--- src/hdl/scb_pkg.sv ---
`timescale 1ns / 1ps

package scb_pkg;

   // Field widths
   localparam int OP_W      = 3;
   localparam int SLOT_W    = 4;
   localparam int VALUE_W   = 32;
   localparam int KIND_W    = 2;
   localparam int DATA_W    = 64;
   localparam int ACTIVE_W  = 5;
   localparam int PADDR_W   = 2;
   localparam int PDATA_W   = 32;

   localparam int DEF_NUM_SLOTS = 16;
   localparam logic [ACTIVE_W-1:0] ACTIVE_RESET = 5'd16;

   // Register addresses
   localparam logic [PADDR_W-1:0] CSR_ACTIVE_ADDR = 2'd0;

   // Operation codes
   localparam logic [OP_W-1:0] OP_INC  = 3'd0;
   localparam logic [OP_W-1:0] OP_SET  = 3'd1;
   localparam logic [OP_W-1:0] OP_MAX  = 3'd2;
   localparam logic [OP_W-1:0] OP_MIN  = 3'd3;
   localparam logic [OP_W-1:0] OP_READ = 3'd4;

   // Reduction kinds
   localparam logic [KIND_W-1:0] RED_SUM = 2'd0;
   localparam logic [KIND_W-1:0] RED_MAX = 2'd1;
   localparam logic [KIND_W-1:0] RED_MIN = 2'd2;
   localparam logic [KIND_W-1:0] RED_AVG = 2'd3;

   // Shared unit functions
   typedef enum logic [1:0] {
      ALU_ADD,
      ALU_MAX,
      ALU_MIN,
      ALU_PASS
   } alu_op_type;

   // Divider iteration count
   localparam int DIV_CNT_W = 7;
   localparam logic [DIV_CNT_W-1:0] DIV_STEPS = 7'd64;

endpackage

--- src/hdl/scb_alu.sv ---
`timescale 1ns / 1ps

module scb_alu
   import scb_pkg::*;
(
   input  alu_op_type        op,
   input  logic [DATA_W-1:0] a,
   input  logic [DATA_W-1:0] b,
   output logic [DATA_W-1:0] y
);

   logic a_lt_b;

   assign a_lt_b = $signed(a) < $signed(b);

   always_comb begin
      case (op)
         ALU_ADD:  y = a + b;
         ALU_MAX:  y = a_lt_b ? b : a;
         ALU_MIN:  y = (!a_lt_b && (a != b)) ? b : a;
         ALU_PASS: y = b;
         default:  y = a;
      endcase
   end

endmodule

--- src/hdl/scb_bank.sv ---
`timescale 1ns / 1ps

module scb_bank
   import scb_pkg::*;
#(
   parameter int NUM_SLOTS = DEF_NUM_SLOTS,
   parameter int ADDR_W    = 4
) (
   input  logic              clock,
   input  logic              reset,
   input  logic              rd_en,
   input  logic [ADDR_W-1:0] rd_addr,
   output logic [DATA_W-1:0] rd_data,
   input  logic              wr_en,
   input  logic [ADDR_W-1:0] wr_addr,
   input  logic [DATA_W-1:0] wr_data
);

   logic [DATA_W-1:0]    mem [NUM_SLOTS];
   logic [NUM_SLOTS-1:0] valid_ff;
   logic [DATA_W-1:0]    rd_data_ff;

   // Entry never written since reset reads as zero
   always_ff @(posedge clock) begin
      if (reset) begin
         valid_ff <= '0;
      end else if (wr_en) begin
         valid_ff[wr_addr] <= 1'b1;
      end
   end

   always_ff @(posedge clock) begin
      if (wr_en) begin
         mem[wr_addr] <= wr_data;
      end
   end

   always_ff @(posedge clock) begin
      if (rd_en) begin
         rd_data_ff <= valid_ff[rd_addr] ? mem[rd_addr] : '0;
      end
   end

   assign rd_data = rd_data_ff;

endmodule

--- src/hdl/scb_div.sv ---
`timescale 1ns / 1ps

module scb_div
   import scb_pkg::*;
#(
   parameter int CNT_W = 5
) (
   input  logic              clock,
   input  logic              reset,
   input  logic              start,
   input  logic [DATA_W-1:0] dividend,
   input  logic [CNT_W-1:0]  divisor,
   output logic              done,
   output logic [DATA_W-1:0] quotient
);

   logic                 run_ff, run_in;
   logic                 done_ff, done_in;
   logic [DIV_CNT_W-1:0] cnt_ff, cnt_in;
   logic [CNT_W-1:0]     rem_ff, rem_in;
   logic [DATA_W-1:0]    quo_ff, quo_in;
   logic [CNT_W:0]       trial;
   logic [CNT_W:0]       diff;
   logic                 fits;

   // One quotient bit a cycle, restoring
   assign trial = {rem_ff, quo_ff[DATA_W-1]};
   assign diff  = trial - {1'b0, divisor};
   assign fits  = trial >= {1'b0, divisor};

   always_comb begin
      run_in  = run_ff;
      done_in = 1'b0;
      cnt_in  = cnt_ff;
      rem_in  = rem_ff;
      quo_in  = quo_ff;
      if (start) begin
         run_in = 1'b1;
         cnt_in = DIV_STEPS;
         rem_in = '0;
         quo_in = dividend;
      end else if (run_ff) begin
         rem_in = fits ? diff[CNT_W-1:0] : trial[CNT_W-1:0];
         quo_in = {quo_ff[DATA_W-2:0], fits};
         cnt_in = cnt_ff - 1'b1;
         if (cnt_ff == DIV_CNT_W'(1)) begin
            run_in  = 1'b0;
            done_in = 1'b1;
         end
      end
   end

   always_ff @(posedge clock) begin
      if (reset) begin
         run_ff  <= 1'b0;
         done_ff <= 1'b0;
      end else begin
         run_ff  <= run_in;
         done_ff <= done_in;
      end
   end

   always_ff @(posedge clock) begin
      cnt_ff <= cnt_in;
      rem_ff <= rem_in;
      quo_ff <= quo_in;
   end

   assign done     = done_ff;
   assign quotient = quo_ff;

endmodule

--- src/hdl/sharded_counter_bank_with_reduction.sv ---
`timescale 1ns / 1ps

// Bank of NUM_SLOTS signed 64-bit counters with one-slot updates and
// reductions over the active slots. A word is taken when start is high and
// busy is low. Updates (increment, set, keep max, keep min) first read the
// slot from the counter memory, then write it back through the shared
// arithmetic unit. Updates to a slot at or beyond the active count and
// unused operation codes are dropped on the spot without raising busy.
// A read walks the active slots one per cycle through the same unit (the
// active count is active_slots clamped to 1..NUM_SLOTS); sum, max and min
// deliver their word at the end of the walk, and average then adds a 64-step
// bit-serial divider. The result is on rsp_aggregate for exactly one cycle
// with rsp_strobe high and must be taken then: the receiver has no way to
// stall it. Write active_slots only while busy is low.

module sharded_counter_bank_with_reduction
   import scb_pkg::*;
#(
   parameter int NUM_SLOTS = DEF_NUM_SLOTS
) (
   input  logic                      clock,
   input  logic                      reset,
   input  logic                      start,
   output logic                      busy,
   input  logic [OP_W-1:0]           req_operation,
   input  logic [SLOT_W-1:0]         req_slot,
   input  logic signed [VALUE_W-1:0] req_update_value,
   input  logic [KIND_W-1:0]         req_reduce_kind,
   output logic                      rsp_strobe,
   output logic signed [DATA_W-1:0]  rsp_aggregate,
   input  logic                      psel,
   input  logic                      penable,
   input  logic                      pwrite,
   input  logic [PADDR_W-1:0]        paddr,
   input  logic [PDATA_W-1:0]        pwdata,
   output logic [PDATA_W-1:0]        prdata,
   output logic                      pready
);

   localparam int ADDR_W = (NUM_SLOTS > 1) ? $clog2(NUM_SLOTS) : 1;
   localparam int CNT_W  = $clog2(NUM_SLOTS + 1);
   localparam int CMP_W  = (CNT_W > ACTIVE_W) ? CNT_W : ACTIVE_W;
   localparam int SEXT_W = (ADDR_W > SLOT_W) ? ADDR_W : SLOT_W;

   // Sequencer states
   localparam logic [2:0] ST_IDLE   = 3'd0;
   localparam logic [2:0] ST_UPD    = 3'd1;
   localparam logic [2:0] ST_RED    = 3'd2;
   localparam logic [2:0] ST_DSTART = 3'd3;
   localparam logic [2:0] ST_DIV    = 3'd4;

   logic [2:0]          state_ff, state_in;
   logic [ACTIVE_W-1:0] active_ff, active_in;
   logic [OP_W-1:0]     op_ff, op_in;
   logic [KIND_W-1:0]   kind_ff, kind_in;
   logic [ADDR_W-1:0]   slot_ff, slot_in;
   logic [DATA_W-1:0]   val_ff, val_in;
   logic [ADDR_W-1:0]   walk_ff, walk_in;
   logic [ADDR_W-1:0]   last_ff, last_in;
   logic [DATA_W-1:0]   acc_ff, acc_in;
   logic                neg_ff, neg_in;
   logic                rsp_strobe_ff, rsp_strobe_in;
   logic [DATA_W-1:0]   rsp_ff, rsp_in;

   logic [CMP_W-1:0]    active_ext;
   logic [CMP_W-1:0]    n_wide;
   logic [CNT_W-1:0]    n_eff;
   logic [SEXT_W-1:0]   slot_ext;
   logic                slot_ok;
   logic                accept;
   logic                csr_wr;

   logic                rd_en;
   logic [ADDR_W-1:0]   rd_addr;
   logic [DATA_W-1:0]   rd_data;
   logic                wr_en;

   alu_op_type          alu_op;
   logic [DATA_W-1:0]   alu_a, alu_b, alu_y;
   logic [DATA_W-1:0]   red_next;

   logic                div_start;
   logic [DATA_W-1:0]   div_dividend;
   logic                div_done;
   logic [DATA_W-1:0]   div_quo;

   // ---------------- configuration port ----------------
   assign pready = 1'b1;
   assign csr_wr = psel && penable && pwrite && (paddr == CSR_ACTIVE_ADDR);
   assign active_in = csr_wr ? pwdata[ACTIVE_W-1:0] : active_ff;
   assign prdata = (paddr == CSR_ACTIVE_ADDR) ? PDATA_W'(active_ff) : '0;

   // Clamp the active count to 1..NUM_SLOTS
   assign active_ext = CMP_W'(active_ff);
   always_comb begin
      if (active_ext == '0) begin
         n_wide = CMP_W'(1);
      end else if (active_ext > CMP_W'(NUM_SLOTS)) begin
         n_wide = CMP_W'(NUM_SLOTS);
      end else begin
         n_wide = active_ext;
      end
   end
   assign n_eff = n_wide[CNT_W-1:0];

   assign slot_ext = SEXT_W'(req_slot);
   assign slot_ok  = CMP_W'(req_slot) < n_wide;
   assign accept   = start && (state_ff == ST_IDLE);
   assign busy     = (state_ff != ST_IDLE);

   // ---------------- shared arithmetic unit ----------------
   always_comb begin
      alu_a  = acc_ff;
      alu_b  = rd_data;
      alu_op = ALU_ADD;
      if (state_ff == ST_UPD) begin
         alu_a = rd_data;
         case (op_ff)
            OP_INC: begin
               alu_b  = DATA_W'(1);
               alu_op = ALU_ADD;
            end
            OP_SET: begin
               alu_b  = val_ff;
               alu_op = ALU_PASS;
            end
            OP_MAX: begin
               alu_b  = val_ff;
               alu_op = ALU_MAX;
            end
            default: begin
               alu_b  = val_ff;
               alu_op = ALU_MIN;
            end
         endcase
      end else begin
         case (kind_ff)
            RED_MAX: alu_op = ALU_MAX;
            RED_MIN: alu_op = ALU_MIN;
            default: alu_op = ALU_ADD;
         endcase
      end
   end

   scb_alu u_alu (
      .op (alu_op),
      .a  (alu_a),
      .b  (alu_b),
      .y  (alu_y)
   );

   // First slot seeds the accumulator
   assign red_next = (walk_ff == '0) ? rd_data : alu_y;

   // ---------------- sequencer ----------------
   always_comb begin
      state_in      = state_ff;
      op_in         = op_ff;
      kind_in       = kind_ff;
      slot_in       = slot_ff;
      val_in        = val_ff;
      walk_in       = walk_ff;
      last_in       = last_ff;
      acc_in        = acc_ff;
      neg_in        = neg_ff;
      rsp_strobe_in = 1'b0;
      rsp_in        = rsp_ff;
      rd_en         = 1'b0;
      rd_addr       = walk_ff;
      wr_en         = 1'b0;
      div_start     = 1'b0;
      div_dividend  = acc_ff;
      case (state_ff)
         ST_IDLE: begin
            if (accept) begin
               op_in   = req_operation;
               kind_in = req_reduce_kind;
               slot_in = slot_ext[ADDR_W-1:0];
               val_in  = DATA_W'(req_update_value);
               if ((req_operation == OP_INC || req_operation == OP_SET ||
                    req_operation == OP_MAX || req_operation == OP_MIN) && slot_ok) begin
                  // Fetch the slot, modify next cycle
                  rd_en    = 1'b1;
                  rd_addr  = slot_ext[ADDR_W-1:0];
                  state_in = ST_UPD;
               end else if (req_operation == OP_READ) begin
                  rd_en    = 1'b1;
                  rd_addr  = '0;
                  walk_in  = '0;
                  last_in  = ADDR_W'(n_eff - 1'b1);
                  state_in = ST_RED;
               end
            end
         end
         ST_UPD: begin
            wr_en    = 1'b1;
            state_in = ST_IDLE;
         end
         ST_RED: begin
            acc_in = red_next;
            if (walk_ff == last_ff) begin
               if (kind_ff == RED_AVG) begin
                  state_in = ST_DSTART;
               end else begin
                  rsp_strobe_in = 1'b1;
                  rsp_in        = red_next;
                  state_in      = ST_IDLE;
               end
            end else begin
               // Advance to the next slot
               rd_en   = 1'b1;
               rd_addr = walk_ff + 1'b1;
               walk_in = walk_ff + 1'b1;
            end
         end
         ST_DSTART: begin
            // Divide the magnitude, restore the sign afterwards
            neg_in       = acc_ff[DATA_W-1];
            div_dividend = acc_ff[DATA_W-1] ? (~acc_ff + 1'b1) : acc_ff;
            div_start    = 1'b1;
            state_in     = ST_DIV;
         end
         ST_DIV: begin
            if (div_done) begin
               rsp_strobe_in = 1'b1;
               rsp_in        = neg_ff ? (~div_quo + 1'b1) : div_quo;
               state_in      = ST_IDLE;
            end
         end
         default: begin
            state_in = ST_IDLE;
         end
      endcase
   end

   always_ff @(posedge clock) begin
      if (reset) begin
         state_ff      <= ST_IDLE;
         active_ff     <= ACTIVE_RESET;
         rsp_strobe_ff <= 1'b0;
      end else begin
         state_ff      <= state_in;
         active_ff     <= active_in;
         rsp_strobe_ff <= rsp_strobe_in;
      end
   end

   always_ff @(posedge clock) begin
      op_ff   <= op_in;
      kind_ff <= kind_in;
      slot_ff <= slot_in;
      val_ff  <= val_in;
      walk_ff <= walk_in;
      last_ff <= last_in;
      acc_ff  <= acc_in;
      neg_ff  <= neg_in;
      rsp_ff  <= rsp_in;
   end

   // ---------------- counter memory ----------------
   scb_bank #(
      .NUM_SLOTS (NUM_SLOTS),
      .ADDR_W    (ADDR_W)
   ) u_bank (
      .clock   (clock),
      .reset   (reset),
      .rd_en   (rd_en),
      .rd_addr (rd_addr),
      .rd_data (rd_data),
      .wr_en   (wr_en),
      .wr_addr (slot_ff),
      .wr_data (alu_y)
   );

   // ---------------- average divider ----------------
   scb_div #(
      .CNT_W (CNT_W)
   ) u_div (
      .clock    (clock),
      .reset    (reset),
      .start    (div_start),
      .dividend (div_dividend),
      .divisor  (CNT_W'(last_ff) + 1'b1),
      .done     (div_done),
      .quotient (div_quo)
   );

   assign rsp_strobe    = rsp_strobe_ff;
   assign rsp_aggregate = rsp_ff;

   // ---------------- assertions ----------------
   // A result only follows a busy cycle
   a_strobe_after_busy: assert property (@(posedge clock) disable iff (reset)
      rsp_strobe |-> $past(busy))
      else $error("result strobe without preceding work");

   // Updates and dropped words never produce a result
   a_no_rsp_for_update: assert property (@(posedge clock) disable iff (reset)
      (start && !busy && req_operation != OP_READ) |=> !rsp_strobe)
      else $error("result strobe for a non-read word");

   // Two results are never back to back
   a_strobe_single: assert property (@(posedge clock) disable iff (reset)
      rsp_strobe |=> !rsp_strobe)
      else $error("result strobe held for two cycles");

   // The memory is written only in the cycle after an update fetch
   a_write_after_fetch: assert property (@(posedge clock) disable iff (reset)
      wr_en |-> $past(accept))
      else $error("counter write without an accepted update");

endmodule
--- config.mk ---
export PLATFORM = sky130hd
export DESIGN_NAME = sharded_counter_bank_with_reduction
export DESIGN_NICKNAME = d
export VERILOG_FILES = /design/src/hdl/scb_pkg.sv /design/src/hdl/scb_alu.sv /design/src/hdl/scb_bank.sv /design/src/hdl/scb_div.sv /design/src/hdl/sharded_counter_bank_with_reduction.sv
export SDC_FILE = /design/constraint.sdc
export NUM_CORES = 2
export LEC_CHECK = 0
export ABC_AREA = 1
export BUFFER_PORTS_ARGS = -buffer_cell sky130_fd_sc_hd__buf_2
export CAP_MARGIN = 10
export CORE_ASPECT_RATIO = 1.75
export CORE_UTILIZATION = 50
export DETAILED_ROUTE_END_ITERATION = 8
export PLACE_DENSITY = 0.69
export SLEW_MARGIN = 20
export SYNTH_ARGS = -nofsm -noshare
export SYNTH_HDL_FRONTEND = slang
export SYNTH_HIERARCHICAL = 1
export SYNTH_SLANG_ARGS = --single-unit
--- constraint.sdc ---
create_clock -name clock -period 4.4 [get_ports clock]
set_input_delay 0 -clock clock [delete_from_list [all_inputs] [get_ports clock]]
set_output_delay 0 -clock clock [all_outputs]
set_load 0.01 [all_outputs]
==> summary.txt <==
Route
  – Routed WL: ~300 mm
  – Total number of vias: approximately 67000
  – Wire length per cell: 24.2 um
  – DRC viols: 0
  – Vias per inst: between 5 and 6
  – DR pass1 iterations: 6
  – DR iter-0 viols: roughly 6700
  – Antenna-violating nets left: 0

Placement
  – Hpwl dp: just over 200 mm
  – IO Port Bufs: 124
  – Global placement routability congestion: between 1 and 1.5

Layout
  – Nets: slightly above 10000
  – Share of cells above drive strength 1: 0.196
  – P&R area growth vs syn: 25.1%

Die
  – Core box area: 150000 um^2
  – Num rows: 188
  – Die W: 295 um
  – Die Y-Extent: around 500 um
  – Die ar.: roughly 150000 um^2
  – Starting Density: 0.503
  – Top-Level Pins: between 150 and 200

Logic synthesis
  – Yosys synthesis warning count: 6
  – Synth unique cells: 54
  – Syn Area/Cell: roughly 8.3 um^2
  – Main combinational cell family by area after synthesis: simple AND/OR/NAND/NOR gates
  – Synth Flop Type: edfxtp_1
  – Synth Area in Simple Gates: 0.273
  – Share of flip-flops with an asynchronous set or reset: 0
  – Complex-gate fraction of the synthesized area: 0.0440
  – Seq/Total Area, Yosys: 0.541
  – Post-synth EDFFs: 1330
  – Syn Inst Count: around 9000
  – Post-Synth XOR/XNOR Area: 0.0109
  – Post-synthesis mux area share: 0
  – Mapped cell area: between 70000 and 80000 um^2
  – Yosys reg bits: approximately 1400
  – Post-Synth Adder-Cell Area: 0.0243

Critical path
  – R2R depth: 29
  – Setup crit start kind: register
  – CP Class: register to register
  – Crit path required time: between 4 and 5 ns
  – Critical R2R Launch: state_ff[2]
  – Worst Setup End Kind: register
  – Data arrival, critical path: between 5 and 6 ns
  – Crit-path most repeated cell: nand2_1
  – Worst reg2reg path endpoint: rsp_aggregate[41]
  – R2R Setup Slk: -0.11 ns
  – Slowest stage delay, CP: ~0.36 ns
  – Worst path slowest cell: ha_4
  – Crit-path max FO: 20

Global route
  – Antenna violations before repair: 3
  – First-pass GRT wire length: around 420 mm
  – Gr ovfl total: 0
  – Largest net degree at the start of global routing: 135
  – GR Util All Layers: 0.379
  – Vias in the first global route: approximately 65000

Timing
  – Final critical-path setup slack: -0.108 ns
  – Setup Total Neg Slack: -0.870 ns
  – Tmin final: roughly 4.5 ns
  – Finish-stage setup viols: 25
  – Fin. max-slew vios: 0
  – Worst Tran Pin Value: approximately 1.3 ns
  – Max_slew headroom: 0.108
  – Final worst path period share: 1.02
  – Fmax: ~220 MHz
  – Layout Skew: roughly 0.066 ns
  – RSZ-0062 raised after global routing: true
  – Final Hold Fails: 0

Power and ir drop
  – LEAKAGE: around 43 nW
  – Seq pwr share: 0.299
  – Power Total: 0.0624 W
  – Sw frac: 0.411
  – Combinational Power Share: 0.514
  – Int Pwr: about 0.037 W
  – Peak VDD IR: 474 uV
  – Switching power: about 0.026 W
  – Clock power share: 0.186
  – Power Density: 663 nW/um^2

Run
  – Max-cap viol count: 0

Worst hold path
  – Hold path startpoint: req_operation[1]
  – Hold Path Class: input pin to register
  – Hold EP: op_ff[1]
  – Hold Crit Depth: 2

Run status
  – Status: finished with violations
  – Violated checks: negative setup slack

Clock tree
  – Cts bufs inserted: 121
  – Worst-Skew Late Latency: 0.81 ns
  – Worst-path clk slew: about 0.080 ns
  – Clk sink count: ~1400
  – Maximum clock insertion buffer count: 3
  – Clock root buffer master: clkbuf_16
  – CTS tree: done
  – H-tree levels: 3
## stage by stage
step           setup WS [ns]  std cells  hold slack (ns)  area (um^2)   util
5_1_grt               -0.200      12183           0.0634        94100  0.629
2_1_floorplan         -0.340       9045           0.0691        75400      -
3_3_place_gp           -1.63      11737            0.177        85000  0.568
3_5_place_dp           -1.04      11737            0.178        85000  0.568
6_report              -0.108      12185           0.0629        94100  0.629
4_1_cts              -0.0893      12103           0.0180        91500  0.611
## registers in the layout, summed over array words and instances (netlist names)
signal           count
u_div/quotient      64
val_ff              32
u_bank/rd_data      64
op_ff                3
rsp_aggregate       64
slot_ff              4
walk_ff              4
active_ext           5
last_ff              4
u_bank/mem        1024
u_div/done           1
u_bank/valid_ff     16
state_ff             3
acc_ff              64
u_div/rem_ff         5
neg_ff               1
kind_ff              2
u_div/cnt_ff         7
u_div/run_ff         1
rsp_strobe           1
## critical path, delay by kind of cell, from the launching register on
kind,cells,cell delay [ns]
AO/OA/AOI/OAI,2,0.30
adder cells (fa/ha/maj),1,0.36
buffers and inverters,9,1.29
AND/OR/NAND/NOR,17,1.88
flip-flops,1,0.33
## cell type report
cell class,count,area (um^2)
Fill cell,12739,55500
Sequential cell,1369,40700
Multi-Input combinational cell,5694,28900
Timing Repair Buffer,1320,11800
Inverter,1575,5950
Clock buffer,142,3210
Tap cell,1995,2500
Clock inverter,87,1100
Antenna cell,3,7.51
## synth_stat cells, types with 4 or more instances
| cell type | n | area [um^2] |
|---|---|---|
| o21ai_0 | 371 | 1860 |
| nor2_2 | 5 | 31.3 |
| inv_1 | 1540 | 5780 |
| nor2_1 | 508 | 1910 |
| clkbuf_1 | 125 | 469 |
| nand4_1 | 48 | 300 |
| a21o_1 | 5 | 37.5 |
| nand3_1 | 1314 | 6580 |
| buf_4 | 46 | 345 |
| buf_12 | 7 | 140 |
| buf_1 | 17 | 63.8 |
| xnor2_1 | 12 | 105 |
| o31ai_1 | 4 | 30.0 |
| o21a_1 | 8 | 60.1 |
| nand3b_1 | 16 | 120 |
| inv_2 | 32 | 120 |
| ha_1 | 143 | 1790 |
| nand2_2 | 7 | 43.8 |
| o21bai_1 | 15 | 113 |
| nand2_1 | 2768 | 10400 |
| o21ai_2 | 4 | 35.0 |
| o211ai_1 | 10 | 75.1 |
| nand3_2 | 61 | 611 |
| dfxtp_1 | 39 | 781 |
| nor3_1 | 37 | 185 |
| a21boi_0 | 12 | 90.1 |
| a31oi_1 | 4 | 25.0 |
| xor2_1 | 82 | 718 |
| a21oi_1 | 178 | 891 |
| nor4_1 | 5 | 31.3 |
| edfxtp_1 | 1330 | 39900 |
| o21ai_1 | 9 | 45.0 |
| nor2_4 | 7 | 78.8 |
| buf_2 | 211 | 1060 |
## worst max path at each step
stage | start | end | slack (ns)
3_5_place_dp | op_ff[2] | rsp_aggregate[58] | -1.04
6_report | state_ff[2] | rsp_aggregate[41] | -0.11
5_1_grt | state_ff[2] | rsp_aggregate[41] | -0.20
3_3_place_gp | op_ff[2] | rsp_aggregate[58] | -1.63
4_1_cts | state_ff[2] | rsp_aggregate[60] | -0.09
2_1_floorplan | state_ff[0] | u_bank/mem[5][0] | -0.34
## metal layers
layer	part of all wire	routed length, um	up-vias	track usage
met2	0.48	142000	3257	0.635
met5	0	0	-	0
met4	0.088	26000	0	0.291
met3	0.072	21200	914	0.0446
met1	0.36	105000	31796	0.442
li1	-	-	31083	-
## logic make-up (layout without fill, tap and decap cells)
family                     count (synthesis)  after routing
other                                      2             31
DFF                                     1369           1369
adders and majority gates                145            145
xor gates and xnor gates                  94             94
buffers and inverters                   1983           3124
AOI/OAI and AO/OA                        626            626
and+or+nand+nor                         4800           4801
## timing repair
action                     in CTS  in global routing
resized for setup             222                513
cloned                          7                 18
hold endpoints to repair       82                  0
setup buffers                  35                 66
hold buffers                   96                  0
setup endpoints to repair    1152               1157
pin swaps                      15                 70
## cells in the final DEF (no fill, tap or decap), types with 16 or more instances in the layout
cell	netlist	final
nor3_1	37	21
o21ai_0	371	190
o21ai_2	4	99
ha_4	0	37
buf_2	211	124
a21oi_2	0	29
clkinv_2	0	21
nor2_1	508	453
inv_2	32	65
nor2_4	7	29
buf_4	46	939
a21oi_1	178	145
buf_12	7	101
ha_1	143	104
bufinv_16	0	20
buf_6	2	22
dfxtp_1	39	36
dlygate4sd3_1	0	96
conb_1	2	28
edfxtp_1	1330	1330
nand4_1	48	48
o21ai_1	9	84
clkbuf_16	0	141
nor2_2	5	38
nand2_2	7	53
nand3_2	61	136
nand3b_1	16	16
xor2_1	82	81
nand3_1	1314	1229
clkinv_1	3	24
nand2_1	2768	2714
inv_1	1540	1498
## power by group through the flow
stage | sequential [W] | combinational [W] | clock [W]
finish | 0.0187 | 0.0321 | 0.0116
global route | 0.0187 | 0.0341 | 0.0121
CTS | 0.0187 | 0.0287 | 0.0117
detailed placement | 0.0189 | 0.0272 | 0
global placement | 0.0189 | 0.0271 | 0
floorplan | 0.0187 | 0.0138 | 0
Power figures use the tool's default switching activity.
